`src/design/cpbc_pkg.sv`:
```
// ----------------------------------------------------------------------------
// cpbc_pkg
// Types and constants shared by the close-page bank controller modules.
// ----------------------------------------------------------------------------
package cpbc_pkg;

  localparam int ADDR_W      = 48;
  localparam int OFFSET_BITS = 6;
  localparam int REST_W      = ADDR_W - OFFSET_BITS;
  localparam int COLUMN_MAX  = 16;
  localparam int ROW_MAX     = 24;
  localparam int COUNT_W     = 5;
  localparam int CYCLE_W     = 32;
  localparam int SHIFT_W     = 6;
  localparam int BANK_FLD_W  = 3;

  typedef enum logic [2:0] {
    CMD_ACTIVATE   = 3'd0,
    CMD_READ       = 3'd1,
    CMD_WRITE      = 3'd2,
    CMD_PRECHARGE  = 3'd3,
    CMD_CLOSE_WAIT = 3'd4,
    CMD_NONE       = 3'd5
  } cmd_t;

  typedef enum logic [2:0] {
    REG_COLUMN_BITS    = 3'd0,
    REG_ROW_BITS       = 3'd1,
    REG_BANK_BITS      = 3'd2,
    REG_WAY_BITS       = 3'd3,
    REG_CHANNEL_BITS   = 3'd4,
    REG_ACTIVATE_DELAY = 3'd5,
    REG_COLUMN_DELAY   = 3'd6,
    REG_CLOSE_DELAY    = 3'd7
  } reg_idx_t;

  typedef struct packed {
    logic              has_request;
    logic              is_write;
    logic [ADDR_W-1:0] request_address;
  } tick_t;

  typedef struct packed {
    cmd_t               issued_command;
    logic               done_res;
    logic               done_is_write;
    logic [ADDR_W-1:0]  done_address;
    logic               dropped;
    logic [COUNT_W-1:0] queue_count;
    logic [CYCLE_W-1:0] cycle;
  } result_t;

  typedef struct packed {
    logic [4:0] column_bits;
    logic [4:0] row_bits;
    logic [1:0] bank_bits;
    logic       way_bits;
    logic       channel_bits;
    logic [7:0] activate_delay;
    logic [7:0] column_delay;
    logic [7:0] close_delay;
  } cfg_t;

  typedef struct packed {
    logic                  is_write;
    logic [ADDR_W-1:0]     address;
    logic                  channel;
    logic                  way;
    logic [BANK_FLD_W-1:0] bank;
  } entry_t;

  typedef struct packed {
    logic   valid;
    entry_t entry;
  } head_t;

  typedef struct packed {
    logic               dropped;
    logic [COUNT_W-1:0] queue_count;
  } front_res_t;

  typedef struct packed {
    cmd_t               cmd;
    logic               done_res;
    logic               done_is_write;
    logic [ADDR_W-1:0]  done_address;
    logic [CYCLE_W-1:0] cycle;
  } back_res_t;

endpackage

```
`src/design/close_page_bank_controller_top.sv`:
```
// ----------------------------------------------------------------------------
// close_page_bank_controller_top
// One tick accepted per cycle while tick_ready is high; its result enters a two-entry
// registered output buffer and is offered from it behind any older result still held.
// Throughput one tick per cycle while the output buffer has room; the bank sequencer steps once per accepted tick.
// Ticks stall only while both output buffer entries are full.
// Synchronous reset clears queue, bank state, cycle counter and output buffer,
// and restores the register defaults.
// ----------------------------------------------------------------------------
module close_page_bank_controller_top
  import cpbc_pkg::*;
#(
  parameter int QUEUE_DEPTH = 16,
  parameter int CHANNELS    = 2,
  parameter int WAYS        = 2,
  parameter int BANKS       = 4
) (
  input  logic        clk,
  input  logic        rst,
  input  logic        tick_valid,
  output logic        tick_ready,
  input  tick_t       tick,
  output logic        result_valid,
  input  logic        result_ready,
  output result_t     result,
  input  logic        psel,
  input  logic        penable,
  input  logic        pwrite,
  input  logic [4:0]  paddr,
  input  logic [31:0] pwdata,
  output logic [31:0] prdata,
  output logic        pready
);

  cfg_t       cfg;
  head_t      head;
  front_res_t front_res;
  back_res_t  back_res;
  logic       pop;
  logic       fire;
  logic       take;
  logic       cfg_wr;
  reg_idx_t   reg_idx;
  result_t    obuf [2];
  result_t    beat;
  logic       wr_ptr;
  logic       rd_ptr;
  logic [1:0] ocnt;
  logic [1:0] ocnt_next;

  assign pready  = 1'b1;
  assign cfg_wr  = psel && penable && pwrite && pready;
  assign reg_idx = reg_idx_t'(paddr[4:2]);

  always_ff @(posedge clk) begin
    if (rst) begin
      cfg.column_bits    <= 5'd3;
      cfg.row_bits       <= 5'd2;
      cfg.bank_bits      <= 2'd0;
      cfg.way_bits       <= 1'b0;
      cfg.channel_bits   <= 1'b0;
      cfg.activate_delay <= 8'd11;
      cfg.column_delay   <= 8'd11;
      cfg.close_delay    <= 8'd39;
    end else if (cfg_wr) begin
      unique case (reg_idx)
        REG_COLUMN_BITS:    cfg.column_bits    <= pwdata[4:0];
        REG_ROW_BITS:       cfg.row_bits       <= pwdata[4:0];
        REG_BANK_BITS:      cfg.bank_bits      <= pwdata[1:0];
        REG_WAY_BITS:       cfg.way_bits       <= pwdata[0];
        REG_CHANNEL_BITS:   cfg.channel_bits   <= pwdata[0];
        REG_ACTIVATE_DELAY: cfg.activate_delay <= pwdata[7:0];
        REG_COLUMN_DELAY:   cfg.column_delay   <= pwdata[7:0];
        REG_CLOSE_DELAY:    cfg.close_delay    <= pwdata[7:0];
        default:            cfg.close_delay    <= cfg.close_delay;
      endcase
    end
  end

  always_comb begin
    unique case (reg_idx)
      REG_COLUMN_BITS:    prdata = 32'(cfg.column_bits);
      REG_ROW_BITS:       prdata = 32'(cfg.row_bits);
      REG_BANK_BITS:      prdata = 32'(cfg.bank_bits);
      REG_WAY_BITS:       prdata = 32'(cfg.way_bits);
      REG_CHANNEL_BITS:   prdata = 32'(cfg.channel_bits);
      REG_ACTIVATE_DELAY: prdata = 32'(cfg.activate_delay);
      REG_COLUMN_DELAY:   prdata = 32'(cfg.column_delay);
      REG_CLOSE_DELAY:    prdata = 32'(cfg.close_delay);
      default:            prdata = '0;
    endcase
  end

  assign tick_ready   = (ocnt != 2'd2);
  assign fire         = tick_valid && tick_ready;
  assign result_valid = (ocnt != 2'd0);
  assign take         = result_valid && result_ready;
  assign result       = obuf[rd_ptr];
  assign ocnt_next    = ocnt + 2'(fire) - 2'(take);

  cpbc_front #(
    .QUEUE_DEPTH (QUEUE_DEPTH),
    .CHANNELS    (CHANNELS),
    .WAYS        (WAYS),
    .BANKS       (BANKS)
  ) u_front (
    .clk  (clk),
    .rst  (rst),
    .fire (fire),
    .tick (tick),
    .cfg  (cfg),
    .pop  (pop),
    .head (head),
    .res  (front_res)
  );

  cpbc_back u_back (
    .clk  (clk),
    .rst  (rst),
    .fire (fire),
    .head (head),
    .cfg  (cfg),
    .pop  (pop),
    .res  (back_res)
  );

  always_comb begin
    beat.issued_command = back_res.cmd;
    beat.done_res       = back_res.done_res;
    beat.done_is_write  = back_res.done_is_write;
    beat.done_address   = back_res.done_address;
    beat.dropped        = front_res.dropped;
    beat.queue_count    = front_res.queue_count;
    beat.cycle          = back_res.cycle;
  end

  always_ff @(posedge clk) begin
    if (rst) begin
      wr_ptr <= 1'b0;
      rd_ptr <= 1'b0;
      ocnt   <= 2'd0;
    end else begin
      if (fire) begin
        wr_ptr <= ~wr_ptr;
      end
      if (take) begin
        rd_ptr <= ~rd_ptr;
      end
      ocnt <= ocnt_next;
    end
    if (fire) begin
      obuf[wr_ptr] <= beat;
    end
  end

endmodule

```
`src/design/cpbc_front.sv`:
```
// ----------------------------------------------------------------------------
// cpbc_front
// Request intake: address split, request queue with drop on full, head view.
// ----------------------------------------------------------------------------
module cpbc_front
  import cpbc_pkg::*;
#(
  parameter int QUEUE_DEPTH = 16,
  parameter int CHANNELS    = 2,
  parameter int WAYS        = 2,
  parameter int BANKS       = 4
) (
  input  logic       clk,
  input  logic       rst,
  input  logic       fire,
  input  tick_t      tick,
  input  cfg_t       cfg,
  input  logic       pop,
  output head_t      head,
  output front_res_t res
);

  localparam int PTR_W    = (QUEUE_DEPTH > 1) ? $clog2(QUEUE_DEPTH) : 1;
  localparam int CNT_W    = $clog2(QUEUE_DEPTH + 1);
  localparam int BANK_LOG = $clog2(BANKS + 1) - 1;
  localparam int WAY_LOG  = $clog2(WAYS + 1) - 1;
  localparam int CHAN_LOG = $clog2(CHANNELS + 1) - 1;

  entry_t             mem [QUEUE_DEPTH];
  entry_t             head_q;
  entry_t             new_entry;
  logic [PTR_W-1:0]   head_ptr;
  logic [PTR_W-1:0]   tail_ptr;
  logic [PTR_W-1:0]   head_ptr_next;
  logic [PTR_W-1:0]   tail_ptr_next;
  logic [CNT_W-1:0]   count;
  logic [CNT_W-1:0]   count_next;
  logic               full;
  logic               enq;
  logic [4:0]         col_c;
  logic [4:0]         row_c;
  logic [SHIFT_W-1:0] shift;
  logic [REST_W-1:0]  rest;
  logic [REST_W-1:0]  r1;
  logic [REST_W-1:0]  r2;
  logic [REST_W-1:0]  r3;
  logic [2:0]         bank_c;
  logic               way_c;
  logic               chan_c;

  function automatic logic [PTR_W-1:0] wrap_inc(input logic [PTR_W-1:0] p);
    return (p == PTR_W'(QUEUE_DEPTH - 1)) ? '0 : p + PTR_W'(1);
  endfunction

  always_comb begin
    col_c  = (cfg.column_bits > 5'(COLUMN_MAX)) ? 5'(COLUMN_MAX) : cfg.column_bits;
    row_c  = (cfg.row_bits > 5'(ROW_MAX)) ? 5'(ROW_MAX) : cfg.row_bits;
    shift  = {1'b0, col_c} + {1'b0, row_c};
    rest   = tick.request_address[ADDR_W-1:OFFSET_BITS];
    r1     = rest >> shift;
    bank_c = ({1'b0, cfg.bank_bits} > 3'(BANK_LOG)) ? 3'(BANK_LOG) : {1'b0, cfg.bank_bits};
    r2     = r1 >> bank_c;
    way_c  = (WAY_LOG > 0) ? cfg.way_bits : 1'b0;
    r3     = r2 >> way_c;
    chan_c = (CHAN_LOG > 0) ? cfg.channel_bits : 1'b0;

    new_entry.is_write = tick.is_write;
    new_entry.address  = tick.request_address;
    new_entry.bank     = r1[BANK_FLD_W-1:0] & ((3'd1 << bank_c) - 3'd1);
    new_entry.way      = r2[0] & way_c;
    new_entry.channel  = r3[0] & chan_c;
  end

  always_comb begin
    full          = (count == CNT_W'(QUEUE_DEPTH));
    enq           = fire && tick.has_request && !full;
    head.valid    = (count != '0) || enq;
    head.entry    = (count == '0) ? new_entry : head_q;
    count_next    = count + CNT_W'(enq) - CNT_W'(pop);
    tail_ptr_next = enq ? wrap_inc(tail_ptr) : tail_ptr;
    head_ptr_next = pop ? wrap_inc(head_ptr) : head_ptr;
    res.dropped     = fire && tick.has_request && full;
    res.queue_count = COUNT_W'(count_next);
  end

  always_ff @(posedge clk) begin
    if (rst) begin
      head_ptr <= '0;
      tail_ptr <= '0;
      count    <= '0;
    end else if (fire) begin
      head_ptr <= head_ptr_next;
      tail_ptr <= tail_ptr_next;
      count    <= count_next;
    end
  end

  always_ff @(posedge clk) begin
    if (enq) begin
      mem[tail_ptr] <= new_entry;
    end
    if (enq && (tail_ptr == head_ptr_next)) begin
      head_q <= new_entry;
    end else begin
      head_q <= mem[head_ptr_next];
    end
  end

  a_count_bound: assert property (@(posedge clk) disable iff (rst)
    count <= CNT_W'(QUEUE_DEPTH))
    else $error("queue count beyond depth");

  a_pop_has_head: assert property (@(posedge clk) disable iff (rst)
    pop |-> head.valid)
    else $error("pop with no head request");

  a_count_hold: assert property (@(posedge clk) disable iff (rst)
    !fire |=> $stable(count))
    else $error("queue count moved without a beat");

endmodule

```
`src/design/cpbc_back.sv`:
```
// ----------------------------------------------------------------------------
// cpbc_back
// Bank sequencer: serves the head request through activate, column access,
// precharge and close wait, with timing checks against the cycle counter.
// ----------------------------------------------------------------------------
module cpbc_back
  import cpbc_pkg::*;
(
  input  logic      clk,
  input  logic      rst,
  input  logic      fire,
  input  head_t     head,
  input  cfg_t      cfg,
  output logic      pop,
  output back_res_t res
);

  typedef enum logic [2:0] {
    PH_IDLE = 3'd0,
    PH_ACT  = 3'd1,
    PH_RD   = 3'd2,
    PH_WR   = 3'd3,
    PH_PRE  = 3'd4
  } phase_t;

  phase_t                phase;
  phase_t                phase_next;
  logic [CYCLE_W-1:0]    cycle_count;
  logic [CYCLE_W-1:0]    cycle_count_next;
  logic [CYCLE_W-1:0]    col_time;
  logic [CYCLE_W-1:0]    col_time_next;
  logic [CYCLE_W-1:0]    pre_time;
  logic [CYCLE_W-1:0]    pre_time_next;
  logic [CYCLE_W-1:0]    idle_time;
  logic [CYCLE_W-1:0]    idle_time_next;
  logic [BANK_FLD_W-1:0] act_bank;
  logic [BANK_FLD_W-1:0] act_bank_next;
  logic                  act_way;
  logic                  act_way_next;
  logic                  act_channel;
  logic                  act_channel_next;
  logic                  done;
  logic [8:0]            pre_delay;

  always_comb begin
    phase_next       = phase;
    col_time_next    = col_time;
    pre_time_next    = pre_time;
    idle_time_next   = idle_time;
    act_bank_next    = act_bank;
    act_way_next     = act_way;
    act_channel_next = act_channel;
    done             = 1'b0;
    res.cmd          = CMD_NONE;
    pre_delay        = {1'b0, cfg.activate_delay} + {1'b0, cfg.column_delay};
    if (head.valid) begin
      unique case (phase)
        PH_ACT: begin
          res.cmd = head.entry.is_write ? CMD_WRITE : CMD_READ;
          if (col_time <= cycle_count) begin
            phase_next = head.entry.is_write ? PH_WR : PH_RD;
          end
        end
        PH_RD, PH_WR: begin
          res.cmd = CMD_PRECHARGE;
          if (pre_time <= cycle_count) begin
            phase_next = PH_PRE;
          end
        end
        PH_PRE: begin
          res.cmd = CMD_CLOSE_WAIT;
          if (idle_time <= cycle_count) begin
            phase_next = PH_IDLE;
            done       = 1'b1;
          end
        end
        default: begin
          res.cmd          = CMD_ACTIVATE;
          phase_next       = PH_ACT;
          idle_time_next   = cycle_count + CYCLE_W'(cfg.close_delay);
          col_time_next    = cycle_count + CYCLE_W'(cfg.activate_delay);
          pre_time_next    = cycle_count + CYCLE_W'(pre_delay);
          act_bank_next    = head.entry.bank;
          act_way_next     = head.entry.way;
          act_channel_next = head.entry.channel;
        end
      endcase
    end
    cycle_count_next  = done ? cycle_count : cycle_count + CYCLE_W'(1);
    pop               = fire && done;
    res.done_res      = done;
    res.done_is_write = done && head.entry.is_write;
    res.done_address  = done ? head.entry.address : '0;
    res.cycle         = cycle_count;
  end

  always_ff @(posedge clk) begin
    if (rst) begin
      phase       <= PH_IDLE;
      cycle_count <= '0;
      col_time    <= '0;
      pre_time    <= '0;
      idle_time   <= '0;
    end else if (fire) begin
      phase       <= phase_next;
      cycle_count <= cycle_count_next;
      col_time    <= col_time_next;
      pre_time    <= pre_time_next;
      idle_time   <= idle_time_next;
    end
    if (fire) begin
      act_bank    <= act_bank_next;
      act_way     <= act_way_next;
      act_channel <= act_channel_next;
    end
  end

  a_busy_has_head: assert property (@(posedge clk) disable iff (rst)
    (phase != PH_IDLE) |-> head.valid)
    else $error("bank busy with empty queue");

  a_busy_same_bank: assert property (@(posedge clk) disable iff (rst)
    (phase != PH_IDLE) |-> (head.entry.bank == act_bank && head.entry.way == act_way &&
                            head.entry.channel == act_channel))
    else $error("head request moved off the open bank");

  a_done_holds_cycle: assert property (@(posedge clk) disable iff (rst)
    pop |=> (cycle_count == $past(cycle_count)) && (phase == PH_IDLE))
    else $error("completion did not hold the cycle counter");

endmodule
```
`config.mk`:
```
export PLATFORM = sky130hd
export DESIGN_NAME = close_page_bank_controller_top
export DESIGN_NICKNAME = d
export VERILOG_FILES = /design/src/design/cpbc_pkg.sv /design/src/design/close_page_bank_controller_top.sv /design/src/design/cpbc_front.sv /design/src/design/cpbc_back.sv
export SDC_FILE = /design/constraint.sdc
export NUM_CORES = 1
export LEC_CHECK = 0
export ABC_CLOCK_PERIOD_IN_PS = 17450
export BUFFER_PORTS_ARGS = -buffer_cell sky130_fd_sc_hd__clkbuf_2
export CAP_MARGIN = 20
export CORE_MARGIN = 2
export CORE_UTILIZATION = 67
export DETAILED_ROUTE_END_ITERATION = 8
export GPL_TIMING_DRIVEN = 0
export PLACE_DENSITY = 0.84
export SYNTH_ARGS = -nofsm -noshare
export SYNTH_HDL_FRONTEND = slang
export SYNTH_HIERARCHICAL = 1
export SYNTH_SLANG_ARGS = --single-unit
```
`constraint.sdc`:
```
create_clock -name clk -period 17.45 [get_ports clk]
set_clock_uncertainty 0.1 [all_clocks]
set_input_delay 0.8725 -clock clk [delete_from_list [all_inputs] [get_ports clk]]
set_output_delay 0.8725 -clock clk [all_outputs]
set_load 0.03 [all_outputs]
```
==> results of run 1 <==
## path summary, 6_finish.rpt
check | from | endpoint | slack [ps] | depth (start not counted)
max | u_back/cycle_count[8] | u_front/count[4] | 10500 | 24
min | u_back/col_time[0] | u_back/col_time[0] | 350 | 2
max reg2reg | u_back/cycle_count[8] | u_front/count[4] | 10500 | 24
min reg2reg | u_back/col_time[0] | u_back/col_time[0] | 350 | 2
## stage by stage
step	utilization, %	hold WS [ps]
after global routing	77.5	371
after detailed placement	72.2	347
after CTS	77.2	355
after global placement	70.8	339
after floorplan	-	320
final	77.5	352
## cell usage in the layout, fill, tap and decap left out, types with 17 or more instances in the layout
cell type,n
xnor2_1,57
nor3_1,56
clkbuf_2,175
edfxtp_1,966
conb_1,25
mux4_2,245
and2_1,54
nand4_1,40
buf_8,17
buf_12,17
clkbuf_1,126
buf_1,29
clkinv_1,23
nand2_1,255
nor2_1,93
or4_1,26
mux2_2,99
dfxtp_1,191
nand3_1,47
mux2i_1,25
or3_1,19
buf_4,38
ha_1,134
buf_6,29
clkbuf_16,111
o31ai_1,18
a21oi_1,200
inv_1,77
buf_2,33
o21ai_0,147
a31oi_1,24
## power groups by stage
| stage | registers [mW] | clock network [mW] | logic [mW] |
|---|---|---|---|
| after floorplan | 3.32 | 0 | 1.19 |
| after global placement | 3.36 | 0 | 1.74 |
| after detailed placement | 3.35 | 0 | 1.84 |
| after CTS | 3.31 | 2.49 | 1.90 |
| after global routing | 3.33 | 2.63 | 2.07 |
| final | 3.32 | 2.56 | 1.99 |
## layer usage
metal  wire length (µm)  part of all wire (%)
met2              82100                    46
met5                 89                 0.050
met1              54100                    31
met3              24400                    14
met4              16000                   9.1
## state kept, by name, indices dropped and copies added (netlist names), 2 cells and up, named ones only
register and flops:
u_back/idle_time 32, u_back/pre_time 32, u_front/tail_ptr 4, u_back/phase 3, u_front/head_ptr 4, u_front/mem 784, cfg 38, u_back/col_time 32
u_front/count 5, ocnt 2, u_back/cycle_count 32, obuf 182
## cell type report
cell class                 count  area share [%]
antenna                        8          0.0353
buffer                       210            1.84
clock buffer                 142            5.13
clock inverter                63            1.27
inverter                      78           0.516
multi-input combinational   1762            27.7
sequential                  1157            57.9
tap                          959            2.11
timing repair buffer         239            3.55
## worst reg2reg max path, stage by stage, from the launching register on
cell,delay (ps)
dfxtp_1,490
buf_2,420
inv_1,100
clkbuf_1,400
ha_1,450
nand4_1,140
nor3_1,340
nand3_1,260
o31a_4,270
nor3_4,440
buf_2,520
clkbuf_2,410
and2_1,430
ha_1,330
inv_1,70
ha_1,180
inv_1,70
fa_1,440
inv_1,100
a21oi_1,100
nor2_1,150
nor2_1,80
xnor2_1,340
mux2i_1,180
nor2_1,110
==> results.ini, run 1 <==
[detailed_routing]
drt_iter0_drc = 6353
ant_nets = 0
dr.pass1.iters = 7
wire_per_inst_um = 38.3
routed_wl_mm = 177
vias = 34963
drcViolationCount = 0
vias_per_cell = 7.57

[global_route]
track_usage_pct = 43.3
use_met2_pct = 70.4
first_global_vias = 33750
grt_pass1_wl_mm = 237
grt_max_degree = 48
grt.busiest_layer = met2
grtUsageMet3_pct = 8.87
grt_antenna_before_repair = 12
grt_overflow = 0
grtUsageMet1_pct = 54.4

[timing]
rsz0062_at_grt = false
hold_viol = 0
fin_crit_ps = 6950
worst_slack_ps = 10500
relSlewSlack_pct = 11.5
tightest_slew_ps = 1320
setup_viol = 0
fin_crit_sh_pct = 39.8
final_max_slew_viol_count = 0
finalSetupTns_ps = 0
max_freq_ghz = 0.144

[power]
p_leak_nw = 19.2
seqPwrFrac_pct = 42.2
power.total_mw = 7.87
p_comb_share_pct = 25.3
p_clk_share_pct = 32.5
ir_drop_mv = 0.134
p_switching_mw = 2.64
pwr_density_cell_nw_per_um2 = 139
p_int_mw = 5.23
switching_share_pct = 33.5

[floorplan]
std_cell_rows = 99
dieArea_um2 = 76300
coreArea_um2 = 73200
start_util_pct = 67.8
die_w_um = 276
dieHeight_um = 276
io_pins = 220

[worst_setup_path]
cp.arrival_ps = 7470
worstPathRequired_ps = 17970
worst-setup-path-type = reg2reg
worstSetupEndpointType = flip-flop
crit_chain = buf_2 -> inv_1 -> clkbuf_1 -> ha_1 -> nand4_1 -> nor3_1 -> nand3_1 -> o31a_4 -> nor3_4 -> buf_2 -> clkbuf_2 -> and2_1 -> ha_1 -> inv_1 -> ha_1 -> inv_1 -> fa_1 -> inv_1 -> a21oi_1 -> nor2_1 -> nor2_1 -> xnor2_1 -> mux2i_1 -> nor2_1
cp_top_family = buffers and inverters
slowest_stage = buf_2
cp_num_buf_inv = 8
critPathLaunchType = flip-flop
cp_common_cell = inv_1
crit_fanout = 12
cpPeakStageDelay_ps = 520

[place]
port_buffers = 168
hpwl_mm = 98.7
dp_slack_ps = 11190
dp_cells = 4389
dpl_cell_area_um2 = 52900
place.gp.congestion = 0.998

[clock_tree]
cts_buffers = 111
clk_pin_slew_ps = 80
cts.sinks = 1157
cts_tree = built
root_buffer = clkbuf_16
cts_hold_buf = 0
cts_max_level = 3
worstSkewPairLatency_ps = 720
cts_setup_buffers = 0
cts_resized = 0
cts_max_path_buffers = 3

[finish]
area_growth_pct = 14.3
drive_gt1_share_pct = 23.6
multi_input_area_um2 = 15700
fillers = 3717
fin_nets = 3799
layout.cells.non_filler = 4618
seqCellArea_um2 = 32800
final_cell_area_um2 = 56700

[logic_synthesis]
synth_warnings = 6
synth_area_um2 = 49700
syn_avg_cell_area_um2 = 15.6
netlist_instances = 3184

[hold_path]
worstHoldPathType = reg2reg

[run_status]
status = complete, no violations

[run]
drv_cap = 0

Power figures use the tool's default switching activity.
==> run 2, diff against run 1 <==
--- a/config.mk
+++ b/config.mk
@@ -5,14 +5,15 @@
 export SDC_FILE = /design/constraint.sdc
 export NUM_CORES = 1
 export LEC_CHECK = 0
-export ABC_CLOCK_PERIOD_IN_PS = 17450
+export ABC_AREA = 1
+export ABC_CLOCK_PERIOD_IN_PS = 5980
 export BUFFER_PORTS_ARGS = -buffer_cell sky130_fd_sc_hd__clkbuf_2
 export CAP_MARGIN = 20
 export CORE_MARGIN = 2
-export CORE_UTILIZATION = 67
+export CORE_UTILIZATION = 56
 export DETAILED_ROUTE_END_ITERATION = 8
 export GPL_TIMING_DRIVEN = 0
-export PLACE_DENSITY = 0.84
+export PLACE_DENSITY = 0.74
 export SYNTH_ARGS = -nofsm -noshare
 export SYNTH_HDL_FRONTEND = slang
 export SYNTH_HIERARCHICAL = 1
==> constraint.sdc (replaced) <==
create_clock -name clk -period 5.98 [get_ports clk]
set_clock_uncertainty 0.1 [all_clocks]
set_input_delay 0.299 -clock clk [delete_from_list [all_inputs] [get_ports clk]]
set_output_delay 0.299 -clock clk [all_outputs]
set_load 0.03 [all_outputs]
==> results.ini, run 2 <==
[worst_setup_path]
reg2reg_to = obuf[1][36]
crit_chain = clkinv_1 -> ha_1 -> nand2_1 -> nor2_1 -> nand2_1 -> nor4_2 -> nand4_1 -> nand2_1 -> nand2_2 -> buf_2 -> nor2_1 -> ha_1 -> inv_1 -> ha_1 -> inv_1 -> fa_1 -> o21ai_0 -> xnor2_1 -> inv_1
r2r_cells = 19
cpPeakStageDelay_ps = 580
r2r-start = u_back/cycle_count[25]
cp_top_family = simple AND/OR/NAND/NOR gates
critPathLaunchType = flip-flop
worstPathRequired_ps = 6320
worstSetupEndpointType = flip-flop
cp.arrival_ps = 5860
slowest_stage = nor2_1
cp_num_buf_inv = 5
path_depth = 19
crit_fanout = 10
r2r_setup_slack_ps = 470
worst-setup-path-type = reg2reg

[timing]
relSlewSlack_pct = 24.2
hold_viol = 0
final_max_slew_viol_count = 0
fin_crit_sh_pct = 92.2
worst_slack_ps = 467
fin_crit_ps = 5510
hold_ws_ps = 26.2
finalSetupTns_ps = 0
max_freq_ghz = 0.181
setup_viol = 0
tightest_slew_ps = 1140
rsz0062_at_grt = false

[detailed_routing]
wl_met2_mm = 72.9
wl_met1_mm = 59.6
drt_iter0_drc = 5538
ant_nets = 0
drcViolationCount = 0
wire_per_inst_um = 26.1
vias = 38775
top_layer_used = met5
routed_wl_mm = 161
vias_per_cell = 6.27
dr.pass1.iters = 8
wl_met3_mm = 21.3

[power]
p_int_mw = 15.6
seqPwrFrac_pct = 39.8
p_leak_nw = 21.9
ir_drop_mv = 0.294
p_comb_share_pct = 31.8
p_clk_share_pct = 28.4
power.total_mw = 24.5
pwr_density_cell_nw_per_um2 = 417
switching_share_pct = 36.4
p_switching_mw = 8.91

[clock_tree]
cts_buffers = 115
cts_max_path_buffers = 3
clk_pin_slew_ps = 70
cts.sinks = 1157
cts_tree = built
worstSkewPairLatency_ps = 720
cts_max_level = 3
cts_setup_buffers = 0
root_buffer = clkbuf_16

[finish]
fillers = 6673
fin_nets = 5155
final_util_pct = 65.1
area_growth_pct = 14.8
final_cell_mix = edfxtp_1, nor2_1, o21ai_0, nand2_1, inv_1
top_regs = u_front/mem x784, obuf x182, cfg x38
largest_register = u_front/mem
seqCellArea_um2 = 32800
multi_input_area_um2 = 16000
largest_register_ffs = 784
final_common_cell = edfxtp_1
drive_gt1_share_pct = 13.1
n_antenna_cell = 0

[hold_path]
hold_path_depth = 1
hold_path_end = u_front/mem[2][36]
min_from = tick[31]
worstHoldPathType = in2reg

[floorplan]
io_pins = 220
die_w_um = 306
dieHeight_um = 306
coreArea_um2 = 90300
std_cell_rows = 110
start_util_pct = 56.7
dieArea_um2 = 93900

[logic_synthesis]
syn_avg_cell_area_um2 = 11.4
synth_warnings = 6
synth_area_um2 = 51200
netlist_instances = 4510

[global_route]
grt_max_degree = 34
grt_antenna_before_repair = 4
track_usage_pct = 33.8
grt_pass1_wl_mm = 234
first_global_vias = 37049
grt_overflow = 0

[place]
port_buffers = 166
dp_slack_ps = 732
hpwl_mm = 111
place.gp.congestion = 0.975

[run]
drv_cap = 0

[run_status]
status = complete, no violations

-- run 2: worst max path at each step --
stage,startpoint,endpoint,slack (ps)
6_report,u_back/cycle_count[25],obuf[1][36],470
5_1_grt,u_back/cycle_count[29],obuf[1][36],220
4_1_cts,u_back/cycle_count[25],obuf[1][36],610
3_5_place_dp,u_back/cycle_count[25],obuf[0][36],730
3_3_place_gp,ocnt[0],obuf[1][64],-1550
2_1_floorplan,ocnt[0],obuf[1][0],790
-- run 2: power groups by stage --
stage                     combinational (mW)  clock [mW]  sequential [mW]
after floorplan                         4.67           0             9.83
after CTS                               7.52        6.98             9.73
after global placement                  7.21           0             9.93
final                                   7.80        6.95             9.74
after detailed placement                7.43           0             9.89
after global routing                    8.30        7.30             9.79
-- run 2: layer usage --
| layer | GRT usage, % | vias up |
|---|---|---|
| li1 | - | 16924 |
| met1 | 45.3 | 18470 |
| met2 | 52.6 | 2881 |
| met3 | 8.54 | 494 |
| met4 | 15.0 | 6 |
| met5 | 0 | - |
-- run 2: area by class of cell --
| cell class | instances | area share (%) |
|---|---|---|
| Sequential cell | 1157 | 55.9 |
| Multi-Input combinational cell | 2774 | 27.2 |
| Clock buffer | 154 | 5.35 |
| Timing Repair Buffer | 265 | 3.86 |
| Tap cell | 1176 | 2.50 |
| Buffer | 298 | 2.49 |
| Inverter | 304 | 1.95 |
| Clock inverter | 59 | 0.796 |
-- run 2: metrics by stage --
step | instance area (µm²) | std cells
floorplan | 51300 | 4533
global placement | 53600 | 5875
detailed placement | 54500 | 5913
CTS | 58800 | 6187
global route | 58800 | 6187
finish | 58800 | 6187
-- run 2: timing repair --
item | 4_1_cts | 5_1_grt
endpoints found under the setup margin | 0 | 0
hold buffers | 61 | 0
hold endpoints to repair | 762 | 0
resized for setup | 0 | 0
